===== config.mk =====
export PLATFORM = sky130hd
export DESIGN_NAME = sfa_back
export DESIGN_NICKNAME = d
export VERILOG_FILES = /design/src/hdl/sfa_pkg.sv /design/src/hdl/sfa_back.sv
export SDC_FILE = /design/constraint.sdc
export NUM_CORES = 1
export LEC_CHECK = 0
export BUFFER_PORTS_ARGS = -buffer_cell sky130_fd_sc_hd__buf_2
export CAP_MARGIN = 20
export CORE_MARGIN = 10
export CORE_UTILIZATION = 37
export DETAILED_ROUTE_END_ITERATION = 10
export PLACE_DENSITY_LB_ADDON = 0.2
export REMOVE_ABC_BUFFERS = 1
export SLEW_MARGIN = 20
export SYNTH_ARGS = -nofsm -noshare
export SYNTH_HDL_FRONTEND = slang
export SYNTH_SLANG_ARGS = --single-unit

===== constraint.sdc =====
create_clock -name clk -period 1.95 [get_ports clk]
set_clock_uncertainty 0.1 [all_clocks]
set_input_delay 0.0975 -clock clk [delete_from_list [all_inputs] [get_ports clk]]
set_output_delay 0.0975 -clock clk [all_outputs]
set_load 0.02 [all_outputs]

===== src/hdl/sfa_pkg.sv =====
package sfa_pkg;

    localparam int DATA_W = 32;
    // dividend magnitude left aligned: 32 magnitude bits plus the widest fraction
    localparam int DVD_W  = 62;
    localparam int ALIGN_W = DVD_W - DATA_W;

    localparam logic signed [DATA_W-1:0] S32_MAX = 32'sh7fff_ffff;
    localparam logic signed [DATA_W-1:0] S32_MIN = 32'sh8000_0000;

    typedef enum logic [1:0] {
        OP_ADD = 2'd0,
        OP_SUB = 2'd1,
        OP_MUL = 2'd2,
        OP_DIV = 2'd3
    } op_t;

    // first stage contents
    typedef struct packed {
        op_t                        op;
        logic signed [DATA_W-1:0]   sum_res;
        logic signed [2*DATA_W-1:0] prod;
        logic [DVD_W-1:0]           dvd;
        logic [DATA_W-1:0]          dvs;
        logic                       neg;
        logic                       a_pos;
    } front_t;

    // contents handed from one divider cell to the next
    typedef struct packed {
        op_t                      op;
        logic signed [DATA_W-1:0] res;
        logic [DATA_W-1:0]        rem;
        logic [DVD_W-1:0]         dvd;
        logic [DVD_W-1:0]         quo;
        logic [DATA_W-1:0]        dvs;
        logic                     neg;
        logic                     a_pos;
    } cell_t;

endpackage


===== src/hdl/sfa_back.sv =====
module sfa_back (
    input  logic                              clk,
    input  logic                              rst_n,
    input  logic                              up_valid,
    output logic                              up_ready,
    input  sfa_pkg::cell_t                    up_data,
    output logic                              out_valid,
    input  logic                              out_stall,
    output logic signed [sfa_pkg::DATA_W-1:0] result_value
);
    import sfa_pkg::*;

    logic                     valid_reg;
    logic signed [DATA_W-1:0] res_reg;
    logic signed [DATA_W-1:0] res_next;
    logic signed [DATA_W-1:0] div_res;
    logic                     q_hi;

    assign up_ready = !valid_reg || !out_stall;

    // sign and clamp of the quotient magnitude
    always_comb
    begin
        q_hi = (up_data.quo[DVD_W-1:DATA_W] != '0);
        if (up_data.dvs == '0)
            div_res = up_data.a_pos ? S32_MAX : S32_MIN;
        else if (up_data.neg)
        begin
            if (q_hi || (up_data.quo[DATA_W-1] && (up_data.quo[DATA_W-2:0] != '0)))
                div_res = S32_MIN;
            else
                div_res = -up_data.quo[DATA_W-1:0];
        end
        else
        begin
            if (q_hi || up_data.quo[DATA_W-1])
                div_res = S32_MAX;
            else
                div_res = up_data.quo[DATA_W-1:0];
        end

        case (up_data.op)
            OP_DIV:  res_next = div_res;
            default: res_next = up_data.res;
        endcase
    end

    always_ff @(posedge clk or negedge rst_n)
    begin
        if (!rst_n)
            valid_reg <= 1'b0;
        else if (up_ready)
            valid_reg <= up_valid;
    end

    always_ff @(posedge clk)
    begin
        if (up_ready && up_valid)
            res_reg <= res_next;
    end

    assign out_valid    = valid_reg;
    assign result_value = res_reg;

endmodule


Yosys cells after proc, flatten, opt, wreduce, memory -nomap -nowiden
Cells that the tools add are included.

storage, ports and cells
  memories kept = 0
  memory bits (writable) = 0
  register bits after elaboration = 33
  bits in read-only memories = 0
  input port bits = 228
  bits in latches = 0
  output and inout port bits = 34

operators by class
  bitwise gates (word level) = 0
  muxes and demuxes = 6
  reduce and logical (&&, ||, !) cells = 10
  div/mod/pow operators = 0
  multipliers = 0
  add/subtract/negate cells = 1
  eq/ne operators = 1
  order comparisons = 0
  shift operators = 0

operators with widths
  kind                                         number
  two-way mux 32 bit                           6
  zero test 32 bit                             1
  negation 32 bit                              1
  nonzero test 31 bit                          1
  nonzero test 30 bit                          1
  logical OR 1 bit                             3
  equality test 2 bit (second input constant)  1
  logical AND 1 bit                            2
  zero test 1 bit                              2

Logic depth before layout (Yosys ltp)
  word-level depth = 7
  depth in mapped cells = 9
  depth with buffers taken out = 8

Least setup slack after synthesis
No wires, ideal clock.

  path kind = input port to flip-flop
  from = input port up_data[51] (netlist bit)
  to = register res_reg[30] (netlist: result_value[30]) (data pin)
  path buffers = 1
  setup time = 0.133 ns
  arrival = 2.296 ns
  stages = 7
  slack = -0.579 ns
  cells stage by stage = or4_4 > or4_4 > buf_6 > o31a_4 > or4b_1 > a21boi_1 > o221a_1

on the way
  word-level cells in the longest chain between the ends = 7
  elaborated cells on any way between the ends = 8
  classes of those cells = add/sub: 1; mux: 4; reduce/logical: 3

RTL lines
  what                                                     line            text
  from (decl)                                              sfa_back.sv:6   input sfa_pkg::cell_t up_data,
  branches (longest 3 deep; another with negation 32 bit)  -
  two-way mux 32 bit (*)                                   sfa_back.sv:29  if (q_hi || (up_data.quo[DATA_W-1] && (up_data.quo[DATA_W-2:0] != '0)))
  two-way mux 32 bit (*)                                   sfa_back.sv:27  else if (up_data.neg)
  two-way mux 32 bit (*)                                   sfa_back.sv:25  if (up_data.dvs == '0)
  two-way mux 32 bit (*)                                   sfa_back.sv:42  case (up_data.op)
  via res_next[30]                                         sfa_back.sv:15  logic signed [DATA_W-1:0] res_next;
  to (signal assigned)                                     sfa_back.sv:59  res_reg <= res_next;
  to (decl)                                                sfa_back.sv:14  logic signed [DATA_W-1:0] res_reg;

Mark *: on every way through the listed nets, which the timed path passes.
A chain may end at the register's enable or synchronous reset.

Worst setup path after layout
  from = input port up_data[50] (netlist bit)
  to = register res_reg[21] (netlist: result_value[21]) (data pin)

Same word-level chain as after synthesis.

==> reports/results.ini <==
[timing]
fin_crit_sh_pct = 120
finalSetupTns_ns = -8.43
holdWs_ns = 0.0123
drv_slew = 0
tightest_slew_ns = 0.673
relSlewSlack_pct = 54.8
finalHoldViolCount = 0
setup_viol = 32
rsz0062_at_grt = true
fmax_ghz = 0.429
period_needed_ns = 2.33
layout_setup_ws_ns = -0.381

[critical_path]
path_class = in2reg
cp-start-kind = primary input
cp.required_ns = 2.01
arrival_ns = 2.39
end_kind = register
critPathMaxFanout = 6

[route]
wl_per_cell_um = 20.3
vias_per_cell = 5.57
num_vias = 3615
dr.pass1.iters = 5
wl_mm = 13.2
drc = 0
antenna_left = 0
drtIter0Drc = 269

[run_status]
violations = negative setup slack
status = finished with violations

[yosys]
syn-instance-count = 298
synth_top_flop_cell = edfxtp_1
syn-cell-area_sq_mm = 0.00264
synth_seq_area_share_pct = 37.3
avgSynthCellArea_sq_um = 8.87
yosysTopAreaCell = edfxtp_1
ys_seq_elements = 33
yosysWarnings = 0
synth.distinct_cells = 52
synth_top_area_share_pct = 36.3
synthTopCellsByArea = edfxtp_1, o21ai_0, nor4_1
async_flop_share_pct = 3.03
synth_edf_count = 32

[place]
portBuffers = 167
finalWeightedCongestion = 0.881
placedCellCount = 632
dp_hpwl_mm = 10.5

[cts]
worstSkewPairLatency_ns = 0.28
clockBufferDepth = 2
cts.sinks = 33
clk_pin_slew_ns = 0.07
root_buffer = clkbuf_8
numCtsBuffers = 5
cts_tree = done
htreeDepth = 2

[global_routing]
antenna_found_initial = 0
grtUsageTotal_pct = 22.4
grt-ovfl-total = 0
grt_pass1_wl_mm = 20.1
grt_pass1_vias = 3807
grt_max_degree = 33

[power_and_ir_drop]
pwr_density_cell_mw_per_mm2 = 472
p_clk_share_pct = 31.5
sequentialPowerShare_pct = 39.1
combPwrFrac_pct = 29.3
leakagePower_nw = 1.99
power.internal_mw = 1.56
p_sw_mw = 0.603
p_sw_share_pct = 27.9
irDropWorstVdd_mv = 0.252

[layout]
syn_to_final_growth_pct = 73.5
layout_commonest_cell = buf_2
finalNonFillerCells = 649
final_util_pct = 66.8
layout_common_cells = buf_2, buf_4, o21ai_0, edfxtp_1, nor2_1
fin_nets = 780
drive_gt1_share_pct = 56.2

[die]
die_h_um = 105
die_area_sq_mm = 0.0109
num_rows = 30
start_util_pct = 38.5
die_w_um = 105
io_pins = 262
core_sq_mm = 0.00687

[run]
maxCapViolCount = 0

[hold_path]
hold_path_class = in2reg

==> layout make-up <==
class,instances,area (sq um)
Sequential cell,33,986
Clock buffer,7,86.3
Tap cell,96,120
Timing Repair Buffer,262,1620
Clock inverter,1,30.0
Multi-Input combinational cell,244,1720
Inverter,5,18.8
Fill cell,601,2280
Antenna cell,1,2.50
==> power groups by stage <==
stage	logic, mW	clock network [mW]	registers, mW
floorplan	0.169	0	0.922
global placement	0.589	0	0.863
detailed placement	0.597	0	0.863
CTS	0.612	0.692	0.848
global route	0.685	0.717	0.851
finish	0.635	0.683	0.847
==> routing by layer <==
layer	global-route usage (%)	vias to the layer above	wire length, um
met2	35.0	245	5940
met5	0	-	0
met1	29.2	1649	5590
li1	-	1704	-
met3	6.82	17	1440
met4	5.96	0	201
==> flip-flops by register name, indices dropped and copies added (netlist names) <==
name / cells
out_valid: 1
result_value: 32
==> cells in the mapped netlist, types with 2 or more instances <==
master	number
a211oi_1	2
a21boi_0	3
a21oi_1	8
a31oi_1	12
and2_1	2
and3_1	8
buf_6	4
clkbuf_1	9
edfxtp_1	32
inv_1	4
nand2_1	16
nand3_1	7
nand4_1	7
nand4b_1	2
nor2_1	20
nor3_1	22
nor4_1	22
o21ai_0	35
o221a_2	4
o22a_1	8
o31a_1	8
o31ai_1	9
or2_2	6
or3_1	9
or3_2	2
or3b_1	2
or4_4	2
xnor2_1	3
xor2_1	7
==> what timing repair did <==
action	CTS	global route
pin swaps	13	22
hold buffers	3	0
hold endpoints to repair	2	0
endpoints found under the setup margin	32	32
buffers inserted	2	3
gates resized for setup	22	25
==> kinds of logic (layout without fill, tap and decap cells) <==
group,after synthesis,in the layout,share of synthesized area (%)
other cells,0,1,0
flops,33,33,37.3
compound gates,96,96,25.1
fa+ha+maj,1,1,0.473
simple gates,137,137,29.3
buf+inv,21,275,4.50
xor+xnor,10,10,3.31
==> per-stage QoR <==
stage	power, mW	worst slack [ns]	instance area [sq um]
finish	2.16	-0.381	4590
global route	2.25	-0.432	4580
CTS	2.15	-0.368	4440
detailed placement	1.46	-0.693	4190
global placement	1.45	-0.663	4190
floorplan	1.09	-1.01	2540
==> worst max-delay path, stage by stage <==
cell and delay (ns):
buf_6 0.09, or4_4 0.54, or4_4 0.50, o31ai_4 0.27, nand3_2 0.13, buf_6 0.16, buf_8 0.14, o31ai_4 0.24
o221a_2 0.22
==> path summary, 6_finish.rpt <==
kind | cells past startpoint | start | endpoint | slack, ns
max in group asynchronous | 2 | rst_n | out_valid | 1.64
worst max-delay path | 9 | up_data[50] | result_value[21] | -0.38
worst max register to register | 3 | out_valid | result_value[28] | 0.65
min in group asynchronous | 2 | rst_n | out_valid | 0.02
worst min register to register | 3 | out_valid | result_value[11] | 0.88
worst min-delay path | 2 | up_data[199] | result_value[9] | 0.01
(Power assumes the default switching activity.)
