--- src/hdl/sfa_pkg.sv ---
package sfa_pkg;

    localparam int DATA_W = 32;
    // dividend magnitude left aligned: 32 magnitude bits plus the widest fraction
    localparam int DVD_W  = 62;
    localparam int ALIGN_W = DVD_W - DATA_W;

    localparam logic signed [DATA_W-1:0] S32_MAX = 32'sh7fff_ffff;
    localparam logic signed [DATA_W-1:0] S32_MIN = 32'sh8000_0000;

    typedef enum logic [1:0] {
        OP_ADD = 2'd0,
        OP_SUB = 2'd1,
        OP_MUL = 2'd2,
        OP_DIV = 2'd3
    } op_t;

    // first stage contents
    typedef struct packed {
        op_t                        op;
        logic signed [DATA_W-1:0]   sum_res;
        logic signed [2*DATA_W-1:0] prod;
        logic [DVD_W-1:0]           dvd;
        logic [DATA_W-1:0]          dvs;
        logic                       neg;
        logic                       a_pos;
    } front_t;

    // contents handed from one divider cell to the next
    typedef struct packed {
        op_t                      op;
        logic signed [DATA_W-1:0] res;
        logic [DATA_W-1:0]        rem;
        logic [DVD_W-1:0]         dvd;
        logic [DVD_W-1:0]         quo;
        logic [DATA_W-1:0]        dvs;
        logic                     neg;
        logic                     a_pos;
    } cell_t;

endpackage

--- src/hdl/sfa_front.sv ---
module sfa_front #(
    parameter int FRAC_BITS = 8
) (
    input  logic                                clk,
    input  logic                                rst_n,
    input  logic                                in_valid,
    output logic                                in_ready,
    input  logic [1:0]                          op,
    input  logic signed [sfa_pkg::DATA_W-1:0]   operand_a,
    input  logic signed [sfa_pkg::DATA_W-1:0]   operand_b,
    output logic                                dn_valid,
    output sfa_pkg::cell_t                      dn_data,
    input  logic                                dn_ready
);
    import sfa_pkg::*;

    logic                       valid_reg;
    front_t                     data_reg;
    front_t                     data_next;
    logic signed [DATA_W:0]     sum_c;
    logic signed [2*DATA_W-1:0] prod_sh;
    logic signed [DATA_W-1:0]   mul_res;

    assign in_ready = !valid_reg || dn_ready;

    always_comb
    begin
        if (op_t'(op) == OP_SUB)
            sum_c = {operand_a[DATA_W-1], operand_a} - {operand_b[DATA_W-1], operand_b};
        else
            sum_c = {operand_a[DATA_W-1], operand_a} + {operand_b[DATA_W-1], operand_b};

        data_next.op = op_t'(op);
        if (sum_c[DATA_W] != sum_c[DATA_W-1])
            data_next.sum_res = sum_c[DATA_W] ? S32_MIN : S32_MAX;
        else
            data_next.sum_res = sum_c[DATA_W-1:0];
        data_next.prod  = (2*DATA_W)'(operand_a) * (2*DATA_W)'(operand_b);
        data_next.dvd   = {(operand_a[DATA_W-1] ? DATA_W'(-operand_a) : DATA_W'(operand_a)),
                           {ALIGN_W{1'b0}}};
        data_next.dvs   = operand_b[DATA_W-1] ? DATA_W'(-operand_b) : DATA_W'(operand_b);
        data_next.neg   = operand_a[DATA_W-1] ^ operand_b[DATA_W-1];
        data_next.a_pos = !operand_a[DATA_W-1] && (operand_a != '0);
    end

    always_ff @(posedge clk or negedge rst_n)
    begin
        if (!rst_n)
            valid_reg <= 1'b0;
        else if (in_ready)
            valid_reg <= in_valid;
    end

    always_ff @(posedge clk)
    begin
        if (in_ready && in_valid)
            data_reg <= data_next;
    end

    // finish the multiply: floor shift, then clamp
    always_comb
    begin
        prod_sh = data_reg.prod >>> FRAC_BITS;
        if ((prod_sh[2*DATA_W-1:DATA_W-1] == '0) || (prod_sh[2*DATA_W-1:DATA_W-1] == '1))
            mul_res = prod_sh[DATA_W-1:0];
        else
            mul_res = prod_sh[2*DATA_W-1] ? S32_MIN : S32_MAX;

        dn_data.op    = data_reg.op;
        dn_data.res   = (data_reg.op == OP_MUL) ? mul_res : data_reg.sum_res;
        dn_data.rem   = '0;
        dn_data.dvd   = data_reg.dvd;
        dn_data.quo   = '0;
        dn_data.dvs   = data_reg.dvs;
        dn_data.neg   = data_reg.neg;
        dn_data.a_pos = data_reg.a_pos;
    end

    assign dn_valid = valid_reg;

endmodule

--- config.mk ---
export PLATFORM = sky130hd
export DESIGN_NAME = sfa_front
export DESIGN_NICKNAME = d
export VERILOG_FILES = /design/src/hdl/sfa_pkg.sv /design/src/hdl/sfa_front.sv
export SDC_FILE = /design/constraint.sdc
export NUM_CORES = 2
export LEC_CHECK = 0
export BUFFER_PORTS_ARGS = -buffer_cell sky130_fd_sc_hd__buf_2
export CORE_AREA = 2 2 324 326
export DETAILED_ROUTE_END_ITERATION = 6
export DIE_AREA = 0 0 326 328
export PLACE_DENSITY = 0.63
export SLEW_MARGIN = 10
export SYNTH_ARGS = -nofsm -noshare
export SYNTH_HDL_FRONTEND = slang
export SYNTH_SLANG_ARGS = --single-unit
export TNS_END_PERCENT = 5
--- constraint.sdc ---
create_clock -name clk -period 6.3 [get_ports clk]
set_input_delay 0.945 -clock clk [delete_from_list [all_inputs] [get_ports clk]]
set_output_delay 0.945 -clock clk [all_outputs]
set_load 0.01 [all_outputs]
Word level (Yosys, flattened, before mapping):

Index checks and enable logic that the tools add are counted.

* output and inout port bits: 226
* input port bits: 70
* register bits: 165
* logic and storage cells: 36

* eq/ne operators: 4
* multiplexer cells: 8
* bitwise gates (word level): 1
* $add $sub $neg: 4
* $mul: 1
* reduce and logical (&&, ||, !) cells: 8

Operator list (count)
* $mux 32: 5
* $mul 32x32->64: 1
* $neg 32->32: 2
* $mux 31: 2
* $add 32x32->33: 1
* $eq 33x33->1 const B: 1
* $logic_not 33->1: 1
* $mux 33: 1
* $sub 32x32->33: 1
* $reduce_bool 32->1: 1
* $eq 2x1->1 const B: 1
* $eq 2x2->1 const B: 1
* $logic_and 1x1->1: 2
* $logic_not 1->1: 2
* $logic_or 1x1->1: 2
* $ne 1x1->1: 1
* $xor 1x1->1: 1

Longest topological paths before layout:

* depth in word-level cells: 4
* mapped depth: 29
* depth with buffers taken out: 27

Worst setup path after synthesis:

Ideal clock, no wire load.

* kind: input to register
* from: in operand_b[2] in the netlist's numbering
* to: reg data_reg[153] in the netlist's numbering (data pin)
* stages: 24
* setup slack: -2.648 ns
* library setup time: 0.167 ns
* data arrival time: 8.781 ns
* cell sequence: clkbuf_1 > buf_1 > nand2_1 > inv_1 > fa_1 > fa_1 > fa_1 > inv_1 > fa_1 > inv_1 > fa_1 > fa_1 > inv_1 > fa_1 > inv_1 > fa_1 > ha_1 > a21oi_1 > o21ai_0 > or3_1 > o221a_2 > o211ai_1 > mux2_2 > a211oi_1

RTL lines
* start: declaration: line sfa_front.sv:10 `input logic signed [sfa_pkg::DATA_W-1:0] operand_b,`
* end signal: assignment: line sfa_front.sv:57 `data_reg <= data_next;`
* end: declaration: line sfa_front.sv:18 `front_t data_reg;`

==> results.toml <==
[floorplan]
dieArea_um2 = 107000
die_w_um = 326
rows = 118
pin_count = 296
core_area_um2 = 103000
die_y_um = 328
start_util_pct = 44.8

[critical_path]
critical_path_arrival_ns = 8.33
critical_path.max_stage_delay_ns = 0.58
crit_path_end = "data_reg[153]"
crit_path_top_delay_cell = "fa_1"
critPathLaunchType = "input pin"
crit_start = "operand_b[7]"
crit_cells = 27
cp_num_buf_inv = 10
crit_type = "in -> reg"
critPathTopFamily = "adder cells"
worst-r2r-cell-count = 3
rrSetupSlack_ns = 4.29
crit_top_cell = "fa_1"
worstPathMaxFanout = 9
cp.required_ns = 6.65
r2r_start = "dn_valid"
cp-end-kind = "flip-flop"
r2r-end = "dn_data[142]"

[drt]
routed_via_density = 5.09
postRouteAntennaNets = 0
wl_per_cell_um = 20.1
vias = 33707
drtIter0Drc = 2097
dr.pass1.iters = 5
drt_wl_total_um = 133000
drc = 0

[clock_network]
clockBufferDepth = 2
numCtsBuffers = 17
ctsHtreeMaxLevel = 4
clk_pin_slew_ns = 0.07
cts_tree = "yes"
cts_root_buffer = "clkbuf_16"
clock_latency_ns = 0.49
clock_sinks = 157

[timing]
grt_setup_unrepaired = "true"
finalCriticalPeriod_ns = 7.98
hold_violations = 0
tightest_slew_ns = 0.906
setup_viol = 47
maxSlewViolCount = 0
fmax_mhz = 125
period_share_pct = 127
slew_headroom_pct = 39.1
fin_ws_ns = -1.68
fin_worst_skew_ns = 0.00958

[run_status]
outcome = "finished, violations left"
violations = "setup timing"

[cells_and_area]
syn2layout_area_growth_pct = 14.7
final_layout_size_suffix_gt1_share_pct = 17.0
nets = 6598
stdcell_count = 6626
largest_reg_flops = 88

[placement]
portBuffers = 171
dpl.cell_count = 6574
hpwlAfterDp_um = 113000
place.gp.congestion = 0.935

[yosys]
netlist_top_cells_area = "fa_1 47%, edfxtp_1 10%, inv_1 7.8%"
synthCells = 4839
ys.flop_type = "edfxtp_1"
synth-edff-count = 156
synth_top_area_share_pct = 46.8
ys_ff_latch = 157
yosys.area.top_type = "fa_1"
synth_cell_types = 72
netlist_area_um2 = 46300
async_flop_share_pct = 0.637
synth_warnings = 0
synth_seq_area_share_pct = 10.2
syn_avg_cell_area_um2 = 9.56

[grt]
grt_max_degree = 129
grt-ovfl-total = 0
grt_pass1_wl_um = 211000
grtUsageTotal_pct = 25.8
antenna_found_initial = 5
grt_pass1_vias = 36120

[worst_hold_path]
hold_path_class = "in -> async"

[job]
max_cap_viol_count = 0
[kinds of logic (layout without fill, tap and decap cells)]
group | Yosys count | in the layout | synth area share (%)
flops | 157 | 157 | 10.2
other cells | 1 | 126 | 0.00810
simple gates | 1375 | 1375 | 14.9
xor+xnor | 176 | 176 | 3.33
buf+inv | 1433 | 1715 | 13.3
fa+ha+maj | 1298 | 1298 | 52.6
mux | 5 | 5 | 0.143
compound gates | 394 | 394 | 5.48
[how the worst min path moves through the flow]
stage	to	cells after the start	from	slack (ns)
6_report	dn_valid	1	rst_n	0.21
5_1_grt	dn_valid	1	rst_n	0.18
4_1_cts	dn_valid	1	rst_n	0.18
3_5_place_dp	dn_valid	2	dn_valid	0.52
3_3_place_gp	dn_valid	2	dn_valid	0.51
2_1_floorplan	dn_valid	2	dn_valid	0.62
[metal layers]
layer	track usage, %	part of all wire [%]	routed length, um
met5	0	0.0098	13
met4	9.98	4.6	6130
met3	4.67	6.9	9160
met2	43.4	49	65200
met1	33.3	40	52800
[synthesized netlist by cell type, drive strengths merged (19+ instances only)]
cell	instances
o21ai	102
a21o	44
xor2	53
o31ai	28
xnor2	123
nor2	79
ha	215
fa	1082
a21oi	126
nor3	21
clkbuf	245
edfxtp	156
nand4	19
buf	225
nor2b	39
nand2b	30
inv	963
and2	512
nand2	603
[worst register-to-register path: cells and delay by family (launching register included)]
family / cells / cell delay [ns]
buffers and inverters: 1 / 0.48
DFF: 1 / 0.38
and+or+nand+nor: 2 / 0.52
[metrics by stage]
stage                     cell area (um^2)  worst slack, ns  TNS [ns]  hold slack, ns  utilization (%)
after detailed placement             51400            -2.63    -91.77           0.516             49.9
after global placement               51400            -2.56    -89.68           0.511             49.9
after floorplan                      46800            -2.12    -59.58           0.622                -
after CTS                            52700            -1.57    -45.08           0.181             51.1
final                                53100            -1.68    -46.42           0.208             51.4
after global routing                 53100            -1.83    -55.52           0.185             51.4
[cell type report]
type                    instances  area, um^2
clock buffers                  18         429
clock inverters                14         174
fillers                      9337       50100
flip-flops and latches        157        4710
inverters                     963        3620
multi-input cells            3372       36400
repair buffers                720        5990
diodes                          2        5.00
well taps                    1380        1730
[layout by cell type (no fill, tap or decap), types with 12 or more instances in the layout]
| cell | instances |
|---|---|
| nand3_1 | 12 |
| clkbuf_16 | 18 |
| a21o_1 | 44 |
| xor2_1 | 53 |
| fa_2 | 25 |
| fa_1 | 1057 |
| ha_1 | 202 |
| o21a_1 | 13 |
| nand4_1 | 19 |
| buf_4 | 479 |
| inv_1 | 956 |
| a21oi_2 | 30 |
| a21oi_1 | 94 |
| and2_1 | 503 |
| nor2b_1 | 38 |
| conb_1 | 124 |
| nand2_1 | 599 |
| nor3_1 | 21 |
| buf_12 | 52 |
| o31ai_1 | 23 |
| edfxtp_1 | 156 |
| nand2b_1 | 28 |
| nor2_1 | 74 |
| buf_6 | 53 |
| o21ai_1 | 20 |
| or3_1 | 15 |
| buf_2 | 130 |
| o21ai_0 | 79 |
| xnor2_1 | 123 |
[repair_timing]
action | in CTS | in global routing
pin swaps | 64 | 30
hold buffers | 0 | 0
gates resized for setup | 147 | 70
gates cloned | 1 | 1
endpoints found under the setup margin | 51 | 51
buffers inserted | 9 | 7
Power is left out: the tool's default activity adds up to more than one toggle a clock period on the data nets, which glitch-free logic cannot reach.
