===== config.mk =====
export PLATFORM = sky130hd
export DESIGN_NAME = sfa_div_cell
export DESIGN_NICKNAME = d
export VERILOG_FILES = /design/src/hdl/sfa_pkg.sv /design/src/hdl/sfa_div_cell.sv
export SDC_FILE = /design/constraint.sdc
export NUM_CORES = 1
export LEC_CHECK = 0
export BUFFER_PORTS_ARGS = -buffer_cell sky130_fd_sc_hd__buf_2
export CORE_AREA = 3 3 176 178
export DETAILED_ROUTE_END_ITERATION = 12
export DIE_AREA = 0 0 179 181
export SYNTH_ARGS = -nofsm -noshare
export SYNTH_HDL_FRONTEND = slang
export SYNTH_SLANG_ARGS = --single-unit

===== constraint.sdc =====
create_clock -name clk -period 6.48 [get_ports clk]
set_input_delay 1.296 -clock clk [delete_from_list [all_inputs] [get_ports clk]]
set_output_delay 1.296 -clock clk [all_outputs]
set_load 0.02 [all_outputs]

===== src/hdl/sfa_pkg.sv =====
package sfa_pkg;

    localparam int DATA_W = 32;
    // dividend magnitude left aligned: 32 magnitude bits plus the widest fraction
    localparam int DVD_W  = 62;
    localparam int ALIGN_W = DVD_W - DATA_W;

    localparam logic signed [DATA_W-1:0] S32_MAX = 32'sh7fff_ffff;
    localparam logic signed [DATA_W-1:0] S32_MIN = 32'sh8000_0000;

    typedef enum logic [1:0] {
        OP_ADD = 2'd0,
        OP_SUB = 2'd1,
        OP_MUL = 2'd2,
        OP_DIV = 2'd3
    } op_t;

    // first stage contents
    typedef struct packed {
        op_t                        op;
        logic signed [DATA_W-1:0]   sum_res;
        logic signed [2*DATA_W-1:0] prod;
        logic [DVD_W-1:0]           dvd;
        logic [DATA_W-1:0]          dvs;
        logic                       neg;
        logic                       a_pos;
    } front_t;

    // contents handed from one divider cell to the next
    typedef struct packed {
        op_t                      op;
        logic signed [DATA_W-1:0] res;
        logic [DATA_W-1:0]        rem;
        logic [DVD_W-1:0]         dvd;
        logic [DVD_W-1:0]         quo;
        logic [DATA_W-1:0]        dvs;
        logic                     neg;
        logic                     a_pos;
    } cell_t;

endpackage


===== src/hdl/sfa_div_cell.sv =====
module sfa_div_cell (
    input  logic           clk,
    input  logic           rst_n,
    input  logic           up_valid,
    output logic           up_ready,
    input  sfa_pkg::cell_t up_data,
    output logic           dn_valid,
    output sfa_pkg::cell_t dn_data,
    input  logic           dn_ready
);
    import sfa_pkg::*;

    logic              valid_reg;
    cell_t             data_reg;
    cell_t             data_next;
    logic [DATA_W:0]   trial;
    logic [DATA_W:0]   diff;
    logic              ge;

    assign up_ready = !valid_reg || dn_ready;

    // one restoring division step: one quotient bit
    always_comb
    begin
        trial = {up_data.rem, up_data.dvd[DVD_W-1]};
        diff  = trial - {1'b0, up_data.dvs};
        ge    = (trial >= {1'b0, up_data.dvs});

        data_next     = up_data;
        data_next.rem = ge ? diff[DATA_W-1:0] : trial[DATA_W-1:0];
        data_next.dvd = {up_data.dvd[DVD_W-2:0], 1'b0};
        data_next.quo = {up_data.quo[DVD_W-2:0], ge};
    end

    always_ff @(posedge clk or negedge rst_n)
    begin
        if (!rst_n)
            valid_reg <= 1'b0;
        else if (up_ready)
            valid_reg <= up_valid;
    end

    always_ff @(posedge clk)
    begin
        if (up_ready && up_valid)
            data_reg <= data_next;
    end

    assign dn_valid = valid_reg;
    assign dn_data  = data_reg;

endmodule


# Yosys cells after proc, flatten, opt, wreduce, memory -nomap -nowiden
# Index checks and enable logic that the tools add are counted.
# word_totals
reg_bits,224
inputBits,228
out_inout_bits,226
wordCells,15
# op_classes
add_sub_neg,1
n_lt_le_gt_ge,1
n_mux,1
n_reduce_logical,3
# op_table
op,count
$ge A33 B32 Y1,1
$mux W32,1
$sub A32 B32 Y32,1
$logic_and A1 B1 Y1,1
$logic_not A1 Y1,1
$logic_or A1 B1 Y1,1

# Depth between registers and ports, before layout
# Gate-level depths: netlist of the first run.
# depth
ltp_word,3
depth_mapped,13
mapped_depth_nobuf,12

# Worst setup path after synthesis of the first run
# Ideal clock, no wire load.
# synth_path
kind,input port to flip-flop
start,input dn_ready
end,register data_reg (netlist bit dn_data[0]) (enable)
setup_ns,0.611
arrival_ns,6.668
t_required_ns,5.869
path_slack_ns,-0.799
stages,2
path_buffers,0
path_cell_list,nand2b_1 and2_1
# synth_via
elab_chain_cells,2
# synth_rtl
element,line_no,text
start: declaration,sfa_div_cell.sv:9,input logic dn_ready
$logic_or A1 B1 Y1,sfa_div_cell.sv:20,assign up_ready = !valid_reg || dn_ready;
$logic_and A1 B1 Y1,sfa_div_cell.sv:45,if (up_ready && up_valid)
end signal: assignment,sfa_div_cell.sv:46,data_reg <= data_next;
end: declaration,sfa_div_cell.sv:14,cell_t data_reg;
# Every way passes these cells.
# A chain may end at the register's enable or synchronous reset.

==> results of run 1 <==
==> registers in the layout, indices dropped and copies added, names as in the netlist <==
register	flops
dn_valid	1
dn_data	223
==> layout make-up <==
cell class | count | area (µm²) | share of cell area (%)
inverter | 38 | 143 | 1.14
clock buffer | 29 | 641 | 5.12
tap | 390 | 488 | 3.90
clock inverter | 16 | 188 | 1.50
multi-input combinational | 293 | 2000 | 16.0
antenna | 12 | 30.0 | 0.240
timing repair buffer | 455 | 2300 | 18.4
sequential | 224 | 6720 | 53.7
==> cells in the final DEF, fill, tap and decap left out, drive strengths merged, types with 2 or more instances in the layout <==
cell type	count
xnor2	15
nand4	8
o211ai	4
a31oi	5
o21a	6
buf	455
bufinv	4
o22ai	2
xor2	12
nor3	2
and4	2
o21bai	3
nand2	26
nor2b	3
nor2	35
o31ai	2
clkbuf	29
clkinvlp	2
nand3	8
a211oi	4
ha	32
and2	3
a2bb2oi	2
a21o	12
or4	2
clkinv	10
a21oi	56
o21ai	18
diode	12
inv	38
nand2b	5
edfxtp	223
nor4	4
mux2	10
==> logic make-up (layout without fill, tap and decap cells) <==
group                    after synthesis  count (layout)
other                                  1              13
adder cells (fa/ha/maj)               33              33
multiplexers                          11              11
flip-flops                           224             224
XOR/XNOR                              27              27
buffers and inverters                 57             538
AO/OA/AOI/OAI                        119             119
AND/OR/NAND/NOR                      102             102
==> cells in the mapped netlist (8+ instances only) <==
| library cell | number |
|---|---|
| a21o_1 | 12 |
| a21oi_1 | 56 |
| buf_2 | 8 |
| edfxtp_1 | 223 |
| ha_1 | 32 |
| inv_1 | 38 |
| nand2_1 | 26 |
| nand3_1 | 8 |
| nand4_1 | 8 |
| nor2_1 | 35 |
| o21ai_0 | 16 |
| xnor2_1 | 15 |
| xor2_1 | 12 |
==> worst reg2reg max path, cell delays in order, from the launching register on <==
cell	delay [ns]
dfrtp_1	0.37
nand2b_1	0.14
and2_4	0.37
buf_4	0.84
==> metal layers <==
| layer | global-route usage [%] | vias to the layer above | part of all wire [%] |
|---|---|---|---|
| met1 | 18.3 | 3093 | 35 |
| met3 | 6.14 | 48 | 11 |
| met2 | 29.1 | 280 | 51 |
| met5 | 0 | - | 0.12 |
| li1 | - | 3104 | - |
| met4 | 6.17 | 6 | 2.4 |
==> worst paths after layout <==
kind / endpoint / depth (start not counted)
worst max-delay path: dn_data[188] / 12
worst min-delay path: dn_valid / 1
worst max register to register: dn_data[132] / 3
worst min register to register: dn_valid / 2
max in group asynchronous: dn_valid / 1
min in group clk: dn_valid / 2
==> report_power, final <==
| group | internal [µW] | switching, µW |
|---|---|---|
| logic | 206 | 355 |
| registers | 1710 | 20.4 |
| clock network | 866 | 564 |
==> metrics by stage <==
stage | hold slack (ns) | std cells | instance area [µm²] | worst slack [ns] | utilization (%)
floorplan | 0.782 | 574 | 8960 | 1.69 | -
global placement | 0.522 | 1400 | 11700 | 1.81 | 39.4
detailed placement | 0.552 | 1400 | 11700 | 1.82 | 39.4
CTS | 0.519 | 1445 | 12500 | 2.35 | 42.2
global route | 0.523 | 1457 | 12500 | 2.11 | 42.3
finish | 0.551 | 1457 | 12500 | 2.32 | 42.3
==> results.yml, run 1 <==
routing:
  drc: 0
  vias: 6531
  antenna_left: 0
  wirelength_um: 28900
  vias_per_cell: 4.48
  avgRoutedWirePerCell_um: 19.8
  firstDrtPassIters: 4
  drtIter0Drc: 509
cts:
  cts_tree: "done"
  clkTransAtPathRegs_ns: 0.06
  ctsHoldBuffers: 0
  clkSinkCount: 224
  cts_buffers: 25
  cts_resized: 0
  cts_max_level: 1
  cts_buffer_depth: 3
  postCtsSetupRepairBufs: 0
  cts_root_buf: "clkbuf_16"
  clock_latency_ns: 0.51
synthesis:
  netlist_area_mm2: 0.00896
  yosys_warnings: 0
  synthArstFlopShare_pct: 0.446
  synth_enable_flop_cells: 223
  synth.distinct_cells: 50
  synth_ff_type: "edfxtp_1"
  synth_top_area_cell: "edfxtp_1"
  syn_area_per_cell_um2: 15.6
  synth-seq-cells: 224
  yosys.area_share.simple_pct: 5.40
  synth_top_family_by_area: "compound AO/OA/AOI/OAI gates"
  synthMuxAreaShare_pct: 1.37
  synth_area_leaders: "edfxtp_1 (75%), ha_1 (4.5%), a21oi_1 (3.1%), inv_1 (1.6%), nor2_1 (1.5%)"
  syn_nets: 835
  synth_cells: 574
  ys_seq_area_share_pct: 75.0
  synth_compound_area_share_pct: 8.17
  yosys.area_share.adder_pct: 4.69
  yosys.area_share.xor_xnor_pct: 2.64
  yosysTopAreaCellShare_pct: 74.7
pwr:
  max-vdd-ir-drop_uv: 154
  power_density_mw_per_mm2: 298
  p_total_uw: 3720
  power.leakage_uw: 0.00538
setup_path:
  r2r_setup_slack_ns: 4.33
  critical-path-slowest-cell: "fa_1"
  cpMostUsedCell: "a21oi_1"
  critPathTopFamily: "compound AO/OA/AOI/OAI gates"
  crit_type: "in2reg"
  critical_path.max_stage_delay_ns: 0.41
  crit_arrival_ns: 4.42
  path_cells: "buf_2 > ha_1 > fa_1 > nand2b_1 > a21oi_1 > o21ai_0 > o311a_1 > a31oi_1 > a21oi_1 > o41ai_1 > xor2_1 > mux2_1"
  endpoint_kind: "register"
  timing.rr.start: "dn_valid"
  crit_path_start: "up_data[2]"
  startpoint_type: "input port"
  cp_num_buf_inv: 1
  critPathRequiredTime_ns: 6.73
  path_max_fanout: 4
die:
  initial_core_util_pct: 30.3
  rows: 63
  die_area_mm2: 0.0324
  fp.dieW_um: 179
  die_y_um: 181
  core_area_mm2: 0.0296
  top_level_ports: 454
placed_design:
  gp_congestion: 0.872
  portBuffers: 451
  dp_hpwl_um: 23000
sta:
  setup_tns_ns: 0
  fmax_ghz: 0.240
  setup_viol: 0
  min_period_over_period_pct: 64.3
  slew_headroom_pct: 32.4
  layout_min_cycle_time_ns: 4.16
  rsz0062_at_grt: "false"
  drv_slew: 0
  worst_pin_slew_ns: 1.01
  hold_violations: 0
  fin_worst_skew_ns: 0.00544
global_routing:
  grt_usage_pct: 16.6
  antenna_found_initial: 15
  grt_max_degree: 121
  overflow: 0
  grt_pass1_wl_um: 40200
  grt_pass1_vias: 6509
status:
  status: "finished clean"
layout:
  drive_above_1_share_pct: 47.7
  layout.nets: 1298
  area_growth_pct: 39.6
  fillers: 2834
hold_path:
  hp-class: "in2async"
job:
  maxCapViolCount: 0
Power figures use the tool's default switching activity.
==> inputs of run 2 (changes only) <==
- clock period: 6.48 -> 3.45 ns (I/O delays scaled with it)
==> run 2 against run 1 <==
  * Clock-buffer cell count unchanged
  * Clock skew up 0.0089 ns
  * Sequential cell count did not move
  * Die area unchanged
  * Clock power up 99%
  * Sequential power increased by 88%
  * Wire length up 4.1%
==> results.yml, run 2 (synthesized netlist as in run 1, its figures left out) <==
routing:
  vias_per_cell: 4.46
  avgRoutedWirePerCell_um: 19.8
  vias: 6761
  wirelength_um: 30100
  drc: 0
  firstDrtPassIters: 5
  drtIter0Drc: 399
  antenna_left: 0
layout:
  fillers: 2768
  largest_reg_flops: 223
  final_common_cell: "buf_2"
  utilization_pct: 44.2
  mostFrequentLayoutCells: "buf_2 (451), edfxtp_1 (223), buf_4 (57)"
  drive_above_1_share_pct: 50.5
  area_growth_pct: 45.8
  layout.nets: 1357
cts:
  cts_buffers: 26
  clkTransAtPathRegs_ns: 0.07
  cts_root_buf: "clkbuf_16"
  clock_latency_ns: 0.53
  clkSinkCount: 224
  postCtsSetupRepairBufs: 0
  cts_tree: "done"
  cts_max_level: 1
  cts_buffer_depth: 3
pwr:
  switching_share_pct: 25.6
  max-vdd-ir-drop_uv: 369
  power.leakage_uw: 0.00570
  p_int_uw: 5410
  clockPowerShare_pct: 39.3
  power_density_mw_per_mm2: 556
  pwr-share-seq_pct: 44.8
  pwr-share-comb_pct: 15.9
  p_sw_uw: 1860
placed_design:
  portBuffers: 451
  gp_congestion: 0.905
  dp_hpwl_um: 24400
  pre_cts_slack_ns: -0.369
global_routing:
  grt_max_degree: 50
  grt_pass1_vias: 6660
  grt_usage_pct: 17.3
  antenna_found_initial: 13
  overflow: 0
  grt_pass1_wl_um: 41600
setup_path:
  critical_path.max_stage_delay_ns: 0.42
  rr_endpoint: "dn_data[93]"
  critPathRequiredTime_ns: 3.72
  cpMostUsedCell: "a21oi_1"
  crit_arrival_ns: 3.45
  r2r_setup_slack_ns: 1.58
  cp_num_buf_inv: 2
  reg2reg_depth: 3
  critPathTopFamily: "compound AO/OA/AOI/OAI gates"
  timing.rr.start: "dn_valid"
  endpoint_kind: "register"
  path_max_fanout: 3
  startpoint_type: "input port"
  critical-path-slowest-cell: "fa_1"
  crit_type: "in2reg"
  path_cells: "buf_2 > inv_1 > ha_1 > fa_1 > nand2b_1 > a21oi_1 > o21ai_0 > o311a_1 > a31oi_2 > a21oi_1 > o41ai_2 > xor2_1 > mux2_1"
sta:
  worst_pin_slew_ns: 0.737
  min_period_over_period_pct: 92.3
  rsz0062_at_grt: "false"
  setup_ws_ns: 0.266
  fmax_ghz: 0.314
  fin_worst_skew_ns: 0.0144
  hold_violations: 0
  setup_viol: 0
  drv_slew: 0
  slew_headroom_pct: 50.9
  layout_min_cycle_time_ns: 3.18
die:
  initial_core_util_pct: 30.3
  top_level_ports: 454
  core_area_mm2: 0.0296
  die_area_mm2: 0.0324
  die_y_um: 181
  fp.dieW_um: 179
  rows: 63
status:
  status: "finished clean"
hold_path:
  hp-class: "in2reg"
  hold_start: "up_data[38]"
  hold_path_depth: 1
  min_to: "dn_data[39]"
job:
  maxCapViolCount: 0
run 2: cell type report:
class	count	area, µm²	share of cell area, %
Tap cell	390	488	3.74
Multi-Input combinational cell	293	2020	15.4
Antenna cell	11	27.5	0.211
Clock buffer	29	683	5.23
Sequential cell	224	6720	51.5
Clock inverter	19	208	1.59
Inverter	38	143	1.09
Timing Repair Buffer	513	2780	21.2
run 2: timing repair:
action,4_1_cts,5_1_grt
gates resized for setup,0,2
endpoints found under the hold margin,1,0
hold buffers,1,0
endpoints found under the setup margin,0,1
run 2: stage by stage:
stage	area [µm²]	setup TNS, ns	hold WS [ns]	instances	total power [µW]
global route	13100	0	0.306	1517	7580
global placement	12100	-0.833	0.472	1457	4460
finish	13100	0	0.329	1517	7260
floorplan	8960	0	0.394	574	3960
detailed placement	12100	-1.18	0.466	1457	4470
CTS	13000	0	0.300	1506	7360
run 2: routing by layer:
layer  global-route usage, %  wire length (µm)  up-vias
li1                        -                 -     3228
met5                       0                31        -
met2                    30.1             15400      284
met4                    7.11               867        4
met3                    5.61              2900       50
met1                    19.4             10900     3195
run 2: worst max-delay path by stage:
| stage | from | endpoint | slack (ns) | cells past startpoint |
|---|---|---|---|---|
| floorplan | up_data[9] | dn_data[171] | 0.03 | 12 |
| global placement | up_data[157] | dn_data[188] | -0.32 | 13 |
| detailed placement | up_data[157] | dn_data[188] | -0.37 | 13 |
| CTS | up_data[157] | dn_data[188] | 0.15 | 13 |
| global route | up_data[157] | dn_data[188] | 0.005 | 13 |
| finish | up_data[157] | dn_data[188] | 0.27 | 13 |
run 2: power by group through the flow:
stage               logic [µW]  registers [µW]  clock network (µW)
detailed placement        1160            3310                   0
global placement          1150            3310                   0
CTS                       1160            3260                2930
floorplan                  414            3540                   0
finish                    1160            3260                2850
global route              1260            3270                3050
==> inputs of run 3 (changes only) <==
- GPL_TIMING_DRIVEN: unset -> 0
- SLEW_MARGIN: unset -> 20
==> run 3 against run 2 <==
  * Register-to-register slack got worse by 0.18 ns
  * Sequential share of layout area rose by 0.37 points
  * Clock skew fell by 0.0071 ns
  * Core utilization fell by 0.32 points
  * Wire length rose by 1.8%
  * First-iteration DRC count fell by 5.8%
  * Via count fell by 0.55%
  * Critical path depth rose by 1
  * Sequential power barely moved
  * Highest routed layer unchanged
==> results.yml, run 3 (synthesized netlist as in run 1, its figures left out) <==
die:
  fp.dieW_um: 179
  rows: 63
  core_area_mm2: 0.0296
  die_area_mm2: 0.0324
  initial_core_util_pct: 30.3
  die_y_um: 181
  top_level_ports: 454
cts:
  cts_root_buf: "clkbuf_16"
  cts_max_level: 1
  clkSinkCount: 224
  cts_tree: "done"
  cts_buffer_depth: 3
  cts_buffers: 26
  clock_latency_ns: 0.52
  clkTransAtPathRegs_ns: 0.06
layout:
  ff_latch_area_mm2: 0.00672
  fillers: 2804
  layout.cells.non_filler: 1493
  final_common_cell: "buf_2"
  area_growth_pct: 44.7
  mostFrequentLayoutCells: "buf_2 (453), edfxtp_1 (223), a21oi_1 (54)"
  largest_reg_flops: 223
  layout.nets: 1330
  multi_input_area_mm2: 0.00207
  drive_above_1_share_pct: 50.0
routing:
  wirelength_um: 30600
  vias_per_cell: 4.50
  firstDrtPassIters: 4
  avgRoutedWirePerCell_um: 20.5
  antenna_left: 0
  vias: 6724
  drc: 0
  drtIter0Drc: 376
sta:
  setup_tns_ns: 0
  fmax_ghz: 0.295
  worst_pin_slew_ns: 0.660
  whs_ns: 0.343
  slew_headroom_pct: 55.8
  hold_violations: 0
  layout_min_cycle_time_ns: 3.39
  drv_slew: 0
  min_period_over_period_pct: 98.3
  setup_viol: 0
  fin_worst_skew_ns: 0.00726
setup_path:
  startpoint_type: "input port"
  path_cells: "buf_2 > inv_1 > ha_1 > buf_6 > nand4_1 > or4_4 > a21oi_4 > nor3_4 > a211oi_2 > o21ai_4 > o31ai_4 > buf_6 > buf_8 > mux2_4"
  critical-path-slowest-cell: "or4_4"
  rr_endpoint: "dn_data[40]"
  reg2reg_depth: 4
  crit_arrival_ns: 3.65
  critical_path.max_stage_delay_ns: 0.59
  endpoint_kind: "register"
  crit_type: "in2reg"
  path_max_fanout: 5
  r2r_setup_slack_ns: 1.40
  timing.rr.start: "dn_valid"
  critPathRequiredTime_ns: 3.71
  cpMostUsedCell: "buf_6"
placed_design:
  gp_congestion: 0.872
  portBuffers: 451
  dp.cells: 1419
  dp_hpwl_um: 24500
global_routing:
  overflow: 0
  grt_usage_pct: 17.6
  grt_pass1_vias: 6729
  grt_max_degree: 60
  antenna_found_initial: 15
  grt_pass1_wl_um: 42300
hold_path:
  hp-class: "in2reg"
  hold_start: "up_data[114]"
  min_to: "dn_data[115]"
  hold_path_depth: 1
pwr:
  pwr-share-comb_pct: 15.6
  switching_share_pct: 25.2
  power.leakage_uw: 0.00562
  max-vdd-ir-drop_uv: 322
  p_int_uw: 5460
  pwr-share-seq_pct: 44.6
  power_density_mw_per_mm2: 563
  clockPowerShare_pct: 39.8
  p_sw_uw: 1840
status:
  status: "finished clean"
job:
  maxCapViolCount: 0
-- run 3: changes by cell type in the layout (fill, tap and decap cells not counted), moves of 3 or more --
| cell | previous run | this run |
|---|---|---|
| mux2_4 | 0 | 4 |
| clkbuf_1 | 2 | 6 |
| buf_16 | 0 | 3 |
| buf_12 | 4 | 1 |
| buf_4 | 57 | 16 |
| clkinv_2 | 2 | 7 |
| diode_2 | 11 | 14 |
| mux2_1 | 4 | 0 |
| buf_6 | 0 | 3 |
| clkinv_1 | 7 | 3 |
-- run 3: timing repair --
action                                  in CTS  in global routing
buffers inserted                             2                 11
gates resized for setup                      3                 30
gates cloned                                 0                  0
endpoints found under the setup margin      27                 32
pin swaps                                    1                  5
hold buffers                                 1                  0
hold endpoints to repair                     1                  0
-- run 3: worst max-delay path by stage --
stage / from / end / slack, ns / cells past startpoint
6_report: up_data[17] / dn_data[184] / 0.06 / 14
3_5_place_dp: up_data[13] / dn_data[171] / -0.80 / 13
3_3_place_gp: up_data[14] / dn_data[170] / -0.83 / 14
5_1_grt: up_data[19] / dn_data[184] / -0.002 / 14
4_1_cts: up_data[9] / dn_data[184] / 0.003 / 13
2_1_floorplan: up_data[9] / dn_data[171] / 0.03 / 12
-- run 3: area by class of cell --
class,count,share of cell area [%]
repair buffers,469,19.1
diodes,14,0.270
plain buffers,17,0.955
multi-input cells,293,15.9
clock inverters,19,1.78
well taps,390,3.76
inverters,38,1.10
flip-flops and latches,224,51.8
clock buffers,29,5.27
-- run 3: routing by layer --
| metal | track usage [%] | part of all wire, % | vias up |
|---|---|---|---|
| li1 | - | - | 3175 |
| met1 | 19.0 | 35 | 3204 |
| met2 | 31.0 | 52 | 291 |
| met3 | 6.09 | 10 | 52 |
| met4 | 7.29 | 2.9 | 2 |
| met5 | 0 | 0.042 | - |
-- run 3: power groups by stage --
stage	Clock [µW]	Combinational (µW)	Sequential, µW
floorplan	0	414	3540
global placement	0	1060	3320
detailed placement	0	1090	3310
CTS	2990	1100	3260
global route	3120	1250	3270
finish	2900	1140	3260
-- run 3: worst max-delay path: cells and delay by family --
| kind | cells | cell delay, ns |
|---|---|---|
| buffers and inverters | 5 | 0.56 |
| multiplexers | 1 | 0.31 |
| AO/OA/AOI/OAI | 4 | 0.95 |
| adder cells (fa/ha/maj) | 1 | 0.29 |
| AND/OR/NAND/NOR | 3 | 0.84 |
-- run 3: stage by stage --
stage	total power [µW]	setup slack, ns	util (%)	instance area, µm²
6_report	7300	0.0586	43.9	13000
3_5_place_dp	4400	-0.803	40.0	11800
2_1_floorplan	3960	0.0290	-	8960
3_3_place_gp	4380	-0.830	39.6	11700
5_1_grt	7640	-0.00185	43.9	13000
4_1_cts	7350	0.00277	43.2	12800
